--- src/rtl/core/sha256_hash_macros.svh ---
// assertion macros for the sha256 hash block
`ifndef SHA256_HASH_MACROS_SVH
`define SHA256_HASH_MACROS_SVH
// assert that a condition implies a consequence on the same edge
`define SHA_ASSERT_IMP(label, clk, rst_n, cond, cons) \
  label: assert property (@(posedge clk) disable iff (!rst_n) (cond) |-> (cons)) \
    else $error("assertion failed");
// assert that a condition implies a consequence on the next edge
`define SHA_ASSERT_NXT(label, clk, rst_n, cond, cons) \
  label: assert property (@(posedge clk) disable iff (!rst_n) (cond) |=> (cons)) \
    else $error("assertion failed");
`endif

--- src/rtl/core/sha_pkg.sv ---
// shared types, constants and functions of the sha256 hash block
`default_nettype none
package sha_pkg;
  typedef logic [31:0] word_t;

  // one word for the compression back end
  typedef struct packed {
    word_t      data;
    logic       flush;  // last word of the message block sequence
  } qword_t;

  localparam int unsigned QDepth = 4;
  localparam int unsigned QAw = $clog2(QDepth);

  localparam logic [255:0] InitH = {
    32'h6a09e667, 32'hbb67ae85, 32'h3c6ef372, 32'ha54ff53a,
    32'h510e527f, 32'h9b05688c, 32'h1f83d9ab, 32'h5be0cd19
  };

  function automatic word_t init_h(input logic [2:0] i);
    init_h = InitH[(7 - i) * 32 +: 32];
  endfunction

  function automatic word_t round_k(input logic [5:0] i);
    logic [31:0] k [64];
    k = '{
      32'h428a2f98, 32'h71374491, 32'hb5c0fbcf, 32'he9b5dba5,
      32'h3956c25b, 32'h59f111f1, 32'h923f82a4, 32'hab1c5ed5,
      32'hd807aa98, 32'h12835b01, 32'h243185be, 32'h550c7dc3,
      32'h72be5d74, 32'h80deb1fe, 32'h9bdc06a7, 32'hc19bf174,
      32'he49b69c1, 32'hefbe4786, 32'h0fc19dc6, 32'h240ca1cc,
      32'h2de92c6f, 32'h4a7484aa, 32'h5cb0a9dc, 32'h76f988da,
      32'h983e5152, 32'ha831c66d, 32'hb00327c8, 32'hbf597fc7,
      32'hc6e00bf3, 32'hd5a79147, 32'h06ca6351, 32'h14292967,
      32'h27b70a85, 32'h2e1b2138, 32'h4d2c6dfc, 32'h53380d13,
      32'h650a7354, 32'h766a0abb, 32'h81c2c92e, 32'h92722c85,
      32'ha2bfe8a1, 32'ha81a664b, 32'hc24b8b70, 32'hc76c51a3,
      32'hd192e819, 32'hd6990624, 32'hf40e3585, 32'h106aa070,
      32'h19a4c116, 32'h1e376c08, 32'h2748774c, 32'h34b0bcb5,
      32'h391c0cb3, 32'h4ed8aa4a, 32'h5b9cca4f, 32'h682e6ff3,
      32'h748f82ee, 32'h78a5636f, 32'h84c87814, 32'h8cc70208,
      32'h90befffa, 32'ha4506ceb, 32'hbef9a3f7, 32'hc67178f2
    };
    round_k = k[i];
  endfunction

  function automatic word_t rotr(input word_t x, input int unsigned n);
    rotr = (x >> n) | (x << (32 - n));
  endfunction
endpackage
`default_nettype wire

--- src/rtl/core/sha_front.sv ---
// front end: byte counting and padding, emits a stream of block words
`default_nettype none
module sha_front (
  input  wire logic           clk_i,
  input  wire logic           rst_ni,
  input  wire logic [31:0]    data_word_i,
  input  wire logic [2:0]     valid_bytes_i,
  input  wire logic           final_word_i,
  input  wire logic           in_valid_i,
  output logic                in_ready_o,
  output sha_pkg::qword_t     word_o,
  output logic                word_valid_o,
  input  wire logic           word_ready_i
);
  import sha_pkg::*;

  typedef enum logic [2:0] {
    FeIn  = 3'b001,
    FePad = 3'b010,
    FeLen = 3'b100
  } fe_state_e;

  fe_state_e   state_q, state_d;
  logic [3:0]  pos_q, pos_d;
  logic [63:0] bytes_q, bytes_d;
  logic        mark_q, mark_d;   // marker word still owed
  logic        lo_q, lo_d;       // low length word next
  logic [2:0]  nb;
  logic [63:0] bits;
  word_t       kept;

  assign nb   = (valid_bytes_i > 3'd4) ? 3'd4 : valid_bytes_i;
  assign bits = {bytes_q[60:0], 3'b000};

  always_comb begin
    case (nb)
      3'd0:    kept = 32'h8000_0000;
      3'd1:    kept = {data_word_i[31:24], 24'h80_0000};
      3'd2:    kept = {data_word_i[31:16], 16'h8000};
      3'd3:    kept = {data_word_i[31:8], 8'h80};
      default: kept = data_word_i;
    endcase
  end

  always_comb begin
    state_d = state_q;
    pos_d = pos_q;
    bytes_d = bytes_q;
    mark_d = mark_q;
    lo_d = lo_q;
    in_ready_o = 1'b0;
    word_valid_o = 1'b0;
    word_o.data = data_word_i;
    word_o.flush = 1'b0;
    case (state_q)
      FeIn: begin
        in_ready_o = word_ready_i;
        word_valid_o = in_valid_i;
        if (final_word_i) begin
          word_o.data = kept;
        end
        if (in_valid_i && word_ready_i) begin
          pos_d = pos_q + 4'd1;
          if (!final_word_i) begin
            bytes_d = bytes_q + 64'd4;
          end else begin
            bytes_d = bytes_q + {61'd0, nb};
            mark_d = (nb == 3'd4);
            state_d = FePad;
          end
        end
      end
      FePad: begin
        word_valid_o = 1'b1;
        word_o.data = mark_q ? 32'h8000_0000 : 32'd0;
        if (pos_q == 4'd14 && !mark_q) begin
          word_valid_o = 1'b0;
          state_d = FeLen;
          lo_d = 1'b0;
        end else if (word_ready_i) begin
          mark_d = 1'b0;
          pos_d = pos_q + 4'd1;
        end
      end
      FeLen: begin
        word_valid_o = 1'b1;
        word_o.data = lo_q ? bits[31:0] : bits[63:32];
        word_o.flush = lo_q;
        if (word_ready_i) begin
          pos_d = pos_q + 4'd1;
          lo_d = 1'b1;
          if (lo_q) begin
            state_d = FeIn;
            bytes_d = '0;
            pos_d = '0;
          end
        end
      end
      default: state_d = FeIn;
    endcase
  end

  always_ff @(posedge clk_i or negedge rst_ni) begin
    if (!rst_ni) begin
      state_q <= FeIn;
      pos_q <= '0;
      bytes_q <= '0;
      mark_q <= 1'b0;
      lo_q <= 1'b0;
    end else begin
      state_q <= state_d;
      pos_q <= pos_d;
      bytes_q <= bytes_d;
      mark_q <= mark_d;
      lo_q <= lo_d;
    end
  end
endmodule
`default_nettype wire

--- src/rtl/core/sha_queue.sv ---
// short word queue between front and back end
`default_nettype none
module sha_queue (
  input  wire logic        clk_i,
  input  wire logic        rst_ni,
  input  sha_pkg::qword_t  wr_data_i,
  input  wire logic        wr_valid_i,
  output logic             wr_ready_o,
  output sha_pkg::qword_t  rd_data_o,
  output logic             rd_valid_o,
  input  wire logic        rd_ready_i
);
  import sha_pkg::*;

  qword_t         mem_q [QDepth];
  logic [QAw:0]   wp_q, rp_q;
  logic           wr, rd;

  assign wr_ready_o = (wp_q - rp_q) != (QAw + 1)'(QDepth);
  assign rd_valid_o = wp_q != rp_q;
  assign wr = wr_valid_i && wr_ready_o;
  assign rd = rd_valid_o && rd_ready_i;
  assign rd_data_o = mem_q[rp_q[QAw-1:0]];

  always_ff @(posedge clk_i) begin
    if (wr) begin
      mem_q[wp_q[QAw-1:0]] <= wr_data_i;
    end
  end

  always_ff @(posedge clk_i or negedge rst_ni) begin
    if (!rst_ni) begin
      wp_q <= '0;
      rp_q <= '0;
    end else begin
      if (wr) wp_q <= wp_q + 1'b1;
      if (rd) rp_q <= rp_q + 1'b1;
    end
  end
endmodule
`default_nettype wire

--- src/rtl/core/sha_core.sv ---
// back end: block buffer, 64-round compression and digest output
`default_nettype none
module sha_core (
  input  wire logic        clk_i,
  input  wire logic        rst_ni,
  input  sha_pkg::qword_t  word_i,
  input  wire logic        word_valid_i,
  output logic             word_ready_o,
  output logic [31:0]      digest_o,
  output logic [2:0]       index_o,
  output logic             last_o,
  output logic             out_valid_o,
  input  wire logic        out_ready_i
);
  import sha_pkg::*;

  typedef enum logic [3:0] {
    BkLoad = 4'b0001,
    BkRound = 4'b0010,
    BkAdd  = 4'b0100,
    BkOut  = 4'b1000
  } bk_state_e;

  bk_state_e   state_q;
  word_t       w_q [16];
  word_t       h_q [8];
  word_t       a_q, b_q, c_q, d_q, e_q, f_q, g_q, hh_q;
  logic [3:0]  cnt_q;
  logic [5:0]  rnd_q;
  logic        fin_q;
  logic [2:0]  oi_q;
  word_t       s0, s1, wnew, t1, t2;

  assign word_ready_o = (state_q == BkLoad);
  assign s0 = rotr(w_q[1], 7) ^ rotr(w_q[1], 18) ^ (w_q[1] >> 3);
  assign s1 = rotr(w_q[14], 17) ^ rotr(w_q[14], 19) ^ (w_q[14] >> 10);
  assign wnew = s1 + w_q[9] + s0 + w_q[0];
  assign t1 = hh_q + (rotr(e_q, 6) ^ rotr(e_q, 11) ^ rotr(e_q, 25))
            + (g_q ^ (e_q & (f_q ^ g_q))) + round_k(rnd_q) + w_q[0];
  assign t2 = (rotr(a_q, 2) ^ rotr(a_q, 13) ^ rotr(a_q, 22))
            + ((a_q & b_q) | (c_q & (a_q | b_q)));

  assign digest_o = h_q[oi_q];
  assign index_o = oi_q;
  assign last_o = (oi_q == 3'd7);
  assign out_valid_o = (state_q == BkOut);

  // message schedule window, shifted one per loaded word and one per round
  always_ff @(posedge clk_i) begin
    if (state_q == BkLoad && word_valid_i) begin
      for (int i = 0; i < 15; i++) w_q[i] <= w_q[i+1];
      w_q[15] <= word_i.data;
    end else if (state_q == BkRound) begin
      for (int i = 0; i < 15; i++) w_q[i] <= w_q[i+1];
      w_q[15] <= wnew;
      a_q <= t1 + t2; b_q <= a_q; c_q <= b_q; d_q <= c_q;
      e_q <= d_q + t1; f_q <= e_q; g_q <= f_q; hh_q <= g_q;
    end
    if (state_q == BkLoad && word_valid_i && cnt_q == 4'd15) begin
      a_q <= h_q[0]; b_q <= h_q[1]; c_q <= h_q[2]; d_q <= h_q[3];
      e_q <= h_q[4]; f_q <= h_q[5]; g_q <= h_q[6]; hh_q <= h_q[7];
    end
  end

  always_ff @(posedge clk_i or negedge rst_ni) begin
    if (!rst_ni) begin
      state_q <= BkLoad;
      cnt_q <= '0;
      rnd_q <= '0;
      fin_q <= 1'b0;
      oi_q <= '0;
      for (int i = 0; i < 8; i++) h_q[i] <= init_h(3'(i));
    end else begin
      case (state_q)
        BkLoad: begin
          if (word_valid_i) begin
            cnt_q <= cnt_q + 4'd1;
            if (cnt_q == 4'd15) begin
              fin_q <= word_i.flush;
              rnd_q <= '0;
              state_q <= BkRound;
            end
          end
        end
        BkRound: begin
          rnd_q <= rnd_q + 6'd1;
          if (rnd_q == 6'd63) state_q <= BkAdd;
        end
        BkAdd: begin
          h_q[0] <= h_q[0] + a_q; h_q[1] <= h_q[1] + b_q;
          h_q[2] <= h_q[2] + c_q; h_q[3] <= h_q[3] + d_q;
          h_q[4] <= h_q[4] + e_q; h_q[5] <= h_q[5] + f_q;
          h_q[6] <= h_q[6] + g_q; h_q[7] <= h_q[7] + hh_q;
          oi_q <= '0;
          state_q <= fin_q ? BkOut : BkLoad;
        end
        BkOut: begin
          if (out_ready_i) begin
            oi_q <= oi_q + 3'd1;
            if (oi_q == 3'd7) begin
              for (int i = 0; i < 8; i++) h_q[i] <= init_h(3'(i));
              state_q <= BkLoad;
            end
          end
        end
        default: state_q <= BkLoad;
      endcase
    end
  end
endmodule
`default_nettype wire

--- src/rtl/core/sha256_hash.sv ---
// SHA-256 hasher over a stream of 32-bit big-endian message words
//
// slave channel s_axis: one request per message word; tdata holds the word,
// tuser the count of valid leading bytes (0..4, only the last word may be
// short) and tlast marks the final word of a message.
// master channel m_axis: eight digest words after each message, H0 first;
// tuser carries the word index and tlast is high on the eighth word.
// a front end counts bytes and inserts padding and the bit length; a
// four-entry queue feeds the compression core, which loads 16 words and then
// runs one round per cycle through the 64 rounds, then the chaining add.
// the core takes no new words while it compresses a block or offers a digest;
// the first digest word is offered once the last block's chaining add is done.
// reset restores the initial chaining values and clears all counters.
// a stalled master channel holds the digest word; the queue and front end
// keep taking words until the queue fills, then s_axis_tready falls.
`default_nettype none
`include "sha256_hash_macros.svh"
module sha256_hash (
  input  wire logic        clk_i,
  input  wire logic        rst_ni,
  input  wire logic        s_axis_tvalid,
  output logic             s_axis_tready,
  input  wire logic [31:0] s_axis_tdata,   // data_word
  input  wire logic [2:0]  s_axis_tuser,   // valid_bytes
  input  wire logic        s_axis_tlast,   // final_word
  output logic             m_axis_tvalid,
  input  wire logic        m_axis_tready,
  output logic [31:0]      m_axis_tdata,   // digest_word
  output logic [2:0]       m_axis_tuser,   // word_index
  output logic             m_axis_tlast    // last_of_digest
);
  import sha_pkg::*;

  qword_t fw, qw;
  logic   fw_valid, fw_ready, qw_valid, qw_ready;

  sha_front u_front (
    .clk_i, .rst_ni,
    .data_word_i(s_axis_tdata), .valid_bytes_i(s_axis_tuser),
    .final_word_i(s_axis_tlast), .in_valid_i(s_axis_tvalid),
    .in_ready_o(s_axis_tready),
    .word_o(fw), .word_valid_o(fw_valid), .word_ready_i(fw_ready)
  );

  sha_queue u_queue (
    .clk_i, .rst_ni,
    .wr_data_i(fw), .wr_valid_i(fw_valid), .wr_ready_o(fw_ready),
    .rd_data_o(qw), .rd_valid_o(qw_valid), .rd_ready_i(qw_ready)
  );

  sha_core u_core (
    .clk_i, .rst_ni,
    .word_i(qw), .word_valid_i(qw_valid), .word_ready_o(qw_ready),
    .digest_o(m_axis_tdata), .index_o(m_axis_tuser), .last_o(m_axis_tlast),
    .out_valid_o(m_axis_tvalid), .out_ready_i(m_axis_tready)
  );

  `SHA_ASSERT_IMP(a_last_idx, clk_i, rst_ni, m_axis_tvalid && m_axis_tlast,
                  m_axis_tuser == 3'd7)
  `SHA_ASSERT_NXT(a_out_hold, clk_i, rst_ni, m_axis_tvalid && !m_axis_tready,
                  m_axis_tvalid && $stable(m_axis_tuser))
  `SHA_ASSERT_IMP(a_no_load_out, clk_i, rst_ni, m_axis_tvalid, !qw_ready)
endmodule
`default_nettype wire

--- config.mk ---
export PLATFORM = sky130hd
export DESIGN_NAME = sha256_hash
export DESIGN_NICKNAME = d
export VERILOG_FILES = /design/src/rtl/core/sha_pkg.sv /design/src/rtl/core/sha_front.sv /design/src/rtl/core/sha_queue.sv /design/src/rtl/core/sha_core.sv /design/src/rtl/core/sha256_hash.sv
export VERILOG_INCLUDE_DIRS = /design/src /design/src/rtl/core
export SDC_FILE = /design/constraint.sdc
export NUM_CORES = 2
export LEC_CHECK = 0
export ABC_AREA = 1
export BUFFER_PORTS_ARGS = -buffer_cell sky130_fd_sc_hd__clkbuf_2
export CORE_UTILIZATION = 41
export CTS_CLUSTER_SIZE = 10
export DETAILED_ROUTE_END_ITERATION = 16
export MAX_ROUTING_LAYER = met4
export SLEW_MARGIN = 20
export SYNTH_ARGS = -nofsm -noshare
export SYNTH_HDL_FRONTEND = slang
export SYNTH_HIERARCHICAL = 1
export SYNTH_SLANG_ARGS = --single-unit
--- constraint.sdc ---
create_clock -name clk_i -period 18.7 [get_ports clk_i]
set_input_delay 2.805 -clock clk_i [delete_from_list [all_inputs] [get_ports clk_i]]
set_output_delay 2.805 -clock clk_i [all_outputs]
set_load 0.01 [all_outputs]
* Yosys cells after proc, flatten, opt, wreduce, memory -nomap -nowiden *
Memory sizes are Yosys's and may differ from the RTL's.
Index checks and enable logic that the tools add are counted.

storage, ports and cells
  flip-flop bits (word level) = 609
  memory bits (writable) = 644
  bits in read-only memories = 2,048
  bits of input ports = 40
  output and inout port bits = 38
  memories kept = 3

memories
  name              depth  bits a word  rd ports  clocked after Yosys merged registers in  write ports  RTL line         text
  (name not given)  64     32           1         0                                        0            sha_pkg.sv:44    round_k = k[i];
  u_core.w_q        16     32           16        0                                        16           sha_core.sv:25   word_t w_q [16];
  u_queue.mem_q     4      33           1         0                                        1            sha_queue.sv:15  qword_t mem_q [QDepth];

operators by class
  add/sub/neg operators = 27
  order comparisons = 3
  equal/unequal tests = 30
  mux-type cells = 102
  bitwise operators = 43
  reduce and logical (&&, ||, !) cells = 26

operators with widths
  cell                     count
  $mux W32                 47
  $add A32 B32 Y32         18
  $mux W256                2
  $pmux W256 S2            1
  $mux W64                 4
  $xor A32 B32 Y32         8
  $pmux W32 S4             1
  $pmux W64 S2             1
  $and A32 B32 Y32         3
  $bmux W32 S3             1
  $pmux W32 S3             1
  $add A64 B3 Y64          1
  $add A64 B3 Y64 const B  1
  $or A32 B32 Y32          2
  $mux W4                  11
  $or A10 B32 Y32          1
  $or A13 B32 Y32          1
  $or A14 B32 Y32          1
  $or A15 B32 Y32          1
  $or A19 B32 Y32          1
  $or A21 B32 Y32          1
  $or A25 B32 Y32          1
  $or A26 B32 Y32          1
  $or A30 B32 Y32          1
  other kinds (44)         120

* Depth between registers and ports, before layout *
  depth after elaboration = 11
  gate-level depth with buffers = 39

* Cells and area by module *
The synthesis kept the hierarchy.

by module, submodules not included
  module     times used  cells an instance  area an instance (um2)  seq. area each (um2)
  sha_core   1           8,172              70,745.4                30,090.1
  sha_front  1           898                5,504.0                 1,752.9
  sha_queue  1           382                5,362.6                 4,113.9

* Worst setup path before layout *
No wires, ideal clock.

  kind = flip-flop to flip-flop
  start = register u_queue.rp_q[1]
  end = memory u_core/w_q[0][0] (netlist name), enable pin
  arrival time = 9,978 ps
  data required time = 15,043 ps
  path slack = 5,066 ps
  stages on the path, launching flop included = 12
  path buffers = 2
  period minus slack after synthesis = 13,634 ps
  cells stage by stage = dfrtp_1 -> inv_2 -> buf_2 -> ha_1 -> nand2_1 -> inv_1 -> nand2_1 -> inv_1 -> nor2_2 -> inv_2 -> clkbuf_1 -> nand2_1

RTL lines
  what                      RTL line         text
  start: declaration        sha_queue.sv:16  logic [QAw:0] wp_q, rp_q;
  start signal: assignment  sha_queue.sv:37  if (rd) rp_q <= rp_q + 1'b1;
  end: declaration          sha_core.sv:25

* Final worst setup path *
  start = register u_core.rnd_q[0]
  end = register u_core.a_q[26], data pin

between the ends
  cells in the longest elaborated chain, start to end = 10

ends and longest elaborated chain
  what                                          RTL line        text
  start: declaration                            sha_core.sv:29  logic [5:0] rnd_q;
  start signal: assignment                      sha_core.sv:86  rnd_q <= rnd_q + 6'd1;
  $not A6 Y7 (implied by the code)              sha_pkg.sv:44
  $mem_v2 Z64 W32                               n/a
  $mux W32 (implied by the code) (2 in series)  sha_pkg.sv:44
  $add A32 B32 Y32 (2 in series)                sha_core.sv:39  + (g_q ^ (e_q & (f_q ^ g_q))) + round_k(rnd_q) + w_q[0];
  $add A32 B32 Y32                              sha_core.sv:56  a_q <= t1 + t2; b_q <= a_q; c_q <= b_q; d_q <= c_q;
  $mux W32                                      sha_core.sv:53  end else if (state_q == BkRound) begin
  $mux W32                                      sha_core.sv:50  if (state_q == BkLoad && word_valid_i) begin
  $mux W32                                      sha_core.sv:59  if (state_q == BkLoad && word_valid_i && cnt_q == 4'd15) begin
  end signal: assignment                        sha_core.sv:56
  end signal: assignment                        sha_core.sv:60  a_q <= h_q[0]; b_q <= h_q[1]; c_q <= h_q[2]; d_q <= h_q[3];
  end: declaration                              sha_core.sv:27  word_t a_q, b_q, c_q, d_q, e_q, f_q, g_q, hh_q;

Every way passes these cells. The select of a mux whose other input is x is not followed.
A chain may end at the register's enable or synchronous reset.

==> results.py <==
metrics = {
    "global_routing": {
        "antenna_found_initial": 30,
        "grt_pass1_vias": 65900,
        "grt_pass1_wl_mm": 484,
        "grt_overflow": 0,
        "grtUsageTotal": 0.348,
        "grt_max_degree": 177,
    },
    "yosys": {
        "syn_area_sq_um": 81600,
        "synth_edf_count": 900,
        "ys_seq_elements": 1250,
        "yosys_warnings": 6,
        "synthTopCellsByArea": "edfxtp_1 (33%), nand2_1 (8.6%), dfrtp_1 (6.5%)",
        "syn_inst": 9452,
        "async_reset_ff_frac": 0.280,
        "syn-num-nets": 10100,
        "synth.avg_cell_area_sq_um": 8.63,
        "synth_top_area_frac": 0.331,
        "synth.largest_area_cell": "edfxtp_1",
        "yosysUniqueCellTypes": 72,
        "seq_area_frac_synth": 0.441,
        "synth_flop_cell": "edfxtp_1",
    },
    "critical_path": {
        "worstSetupPathType": "reg -> reg",
        "required_ns": 19.25,
        "crit_path_end_kind": "flip-flop",
        "r2r_setup_slack_ns": 10.60,
        "max_stage_delay_ns": 0.69,
        "reg2regPathDepth": 31,
        "cp.arrival_ns": 8.65,
        "crit_buf_inv": 4,
        "crit_fanout": 13,
        "critPathLaunch": "u_core/rnd_q[0]$_DFFE_PN0P_",
        "cpMostUsedCell": "nand2_1",
        "timing.rr.end": "u_core/a_q[26]$_DFFE_PP_",
        "slowest_stage": "a311oi_1",
        "start_kind": "flip-flop",
        "cpLargestDelayFamily": "adder cells",
        "reg2reg_from": "u_core/rnd_q[0]$_DFFE_PN0P_",
    },
    "cts": {
        "post_cts_resized": 0,
        "cts_buffer_depth": 3,
        "clk_pin_slew_worst_paths_ns": 0.06,
        "cts-root-buf": "clkbuf_16",
        "htree_levels": 4,
        "clkSinkCount": 1250,
        "clk_latency_ns": 0.86,
        "post_cts.repair.setup_buffers": 0,
        "cts_tree": "yes",
        "cts_made_buffers": 154,
        "hold_buffers": 0,
    },
    "worst_hold_path": {
        "whs_path_depth": 0,
        "hold_class": "reg -> reg",
        "hold_end": "u_core/w_q[1][71]$_DFFE_PP_",
        "hp-start": "u_core/w_q[1][103]$_DFFE_PP_",
    },
    "status": {
        "status": "complete, no violations",
    },
    "timing": {
        "fin_skew_ns": 0.0765,
        "report.final.slew_viol_count": 0,
        "final.setup.tns_ns": 0,
        "fin_ws_ns": 10.60,
        "rsz0062_at_grt": "no",
        "slew_headroom": 0.160,
        "min_period_ns": 8.10,
        "hold_viol_final": 0,
        "setup_violations": 0,
        "period_share": 0.433,
        "fmax_ghz": 0.123,
        "tightest_slew_ns": 1.25,
    },
    "placed_design": {
        "place.gp.congestion": 1.06,
        "dp_slack_ns": 10.67,
        "portBuffers": 77,
        "hpwl_mm": 271,
    },
    "die": {
        "die_y_um": 448,
        "core_sq_um": 198000,
        "dieArea_sq_um": 201000,
        "start_util": 0.413,
        "die_w_um": 448,
        "io_pins": 78,
        "rows": 163,
    },
    "detailed_routing": {
        "ant_nets": 0,
        "drt-wirelength-per-cell_um": 28.1,
        "drt_iter0_drc": 8763,
        "dr.pass1.iters": 8,
        "postRouteWirelength_mm": 344,
        "vias": 70700,
        "drc_errors": 0,
        "drt-vias-per-instance": 5.78,
    },
    "flow_run": {
        "max_cap_viol_count": 0,
    },
    "final_layout": {
        "final_common_cell": "nand2_1",
        "layout-drive-gt1-share": 0.0665,
        "final_cell_mix": "nand2_1 (1,874), inv_1 (1,323), edfxtp_1 (900)",
        "fin_nets": 10100,
        "fillers": 19300,
        "syn2layout_area_growth_pct": 9.97,
    },
}
==> registers in the layout, summed over array words and instances (netlist names), 61 cells and up <==
| register | cells |
|---|---|
| u_core/h_q | 256 |
| u_core/w_q | 512 |
| u_front/bytes_q | 61 |
| u_queue/mem_q | 132 |
==> synth_stat cells, drive strengths merged, types with 32 or more instances <==
master / count
a21boi: 40
a21o: 49
a21oi: 638
a31oi: 88
buf: 91
clkbuf: 211
dfrtp: 212
dfstp: 138
edfxtp: 900
fa: 198
ha: 411
inv: 1337
nand2: 1885
nand3: 384
nand3b: 32
nand4: 90
nor2: 755
nor3: 99
o211ai: 34
o21ai: 907
o21bai: 53
o221ai: 36
o22ai: 155
or2: 35
xnor2: 194
xor2: 224
==> through the flow <==
| step | cells | cell area [sq um] | hold WS [ns] | util |
|---|---|---|---|---|
| final | 12200 | 89800 | 0.383 | 0.454 |
| after global routing | 12200 | 89700 | 0.384 | 0.454 |
| after CTS | 12200 | 89600 | 0.373 | 0.454 |
| after detailed placement | 11900 | 84700 | 0.405 | 0.429 |
| after global placement | 11900 | 84700 | 0.400 | 0.429 |
| after floorplan | 9452 | 81600 | 0.400 | - |
==> logic make-up (layout without fill, tap and decap cells) <==
kind of cell | Yosys count | after routing | synth area share
AO/OA/AOI/OAI | 2156 | 2156 | 0.150
XOR/XNOR | 418 | 418 | 0.0449
adder cells (fa/ha/maj) | 638 | 638 | 0.115
buffers and inverters | 1646 | 1763 | 0.0778
flip-flops | 1250 | 1250 | 0.441
multiplexers | 28 | 28 | 0.00383
other | 0 | 24 | 0
AND/OR/NAND/NOR | 3316 | 3316 | 0.168
==> worst max path at each step <==
stage,endpoint,slack [ns],cells past startpoint
floorplan,u_core/w_q[0][0]$_DFFE_PP_,5.07,11
global placement,u_core/a_q[26]$_DFFE_PP_,10.67,32
detailed placement,u_core/a_q[26]$_DFFE_PP_,10.67,31
CTS,u_core/a_q[26]$_DFFE_PP_,10.69,31
global route,u_core/a_q[26]$_DFFE_PP_,9.84,31
finish,u_core/a_q[26]$_DFFE_PP_,10.60,31
==> layer usage <==
metal  part of all wire  global-route usage  vias to the layer above
li1                   -                   -                    31900
met1               0.45               0.498                    34700
met2               0.41               0.468                     3570
met3               0.11              0.0962                      486
met4              0.035               0.112                        0
met5                  0                   -                        -
==> final cells by class <==
type                            count  area, sq um  area share
Clock inverter                     37          664     0.00740
Multi-Input combinational cell   6556        39400       0.439
Tap cell                         2640         3300      0.0368
Antenna cell                       24         60.1    0.000669
Inverter                         1344         5070      0.0565
Clock buffer                      221         4240      0.0472
Timing Repair Buffer              161         1080      0.0121
Sequential cell                  1250        36000       0.401
Power is not shown: default switching activity piles up to over one toggle a cycle in this logic, so the estimate is an artifact.
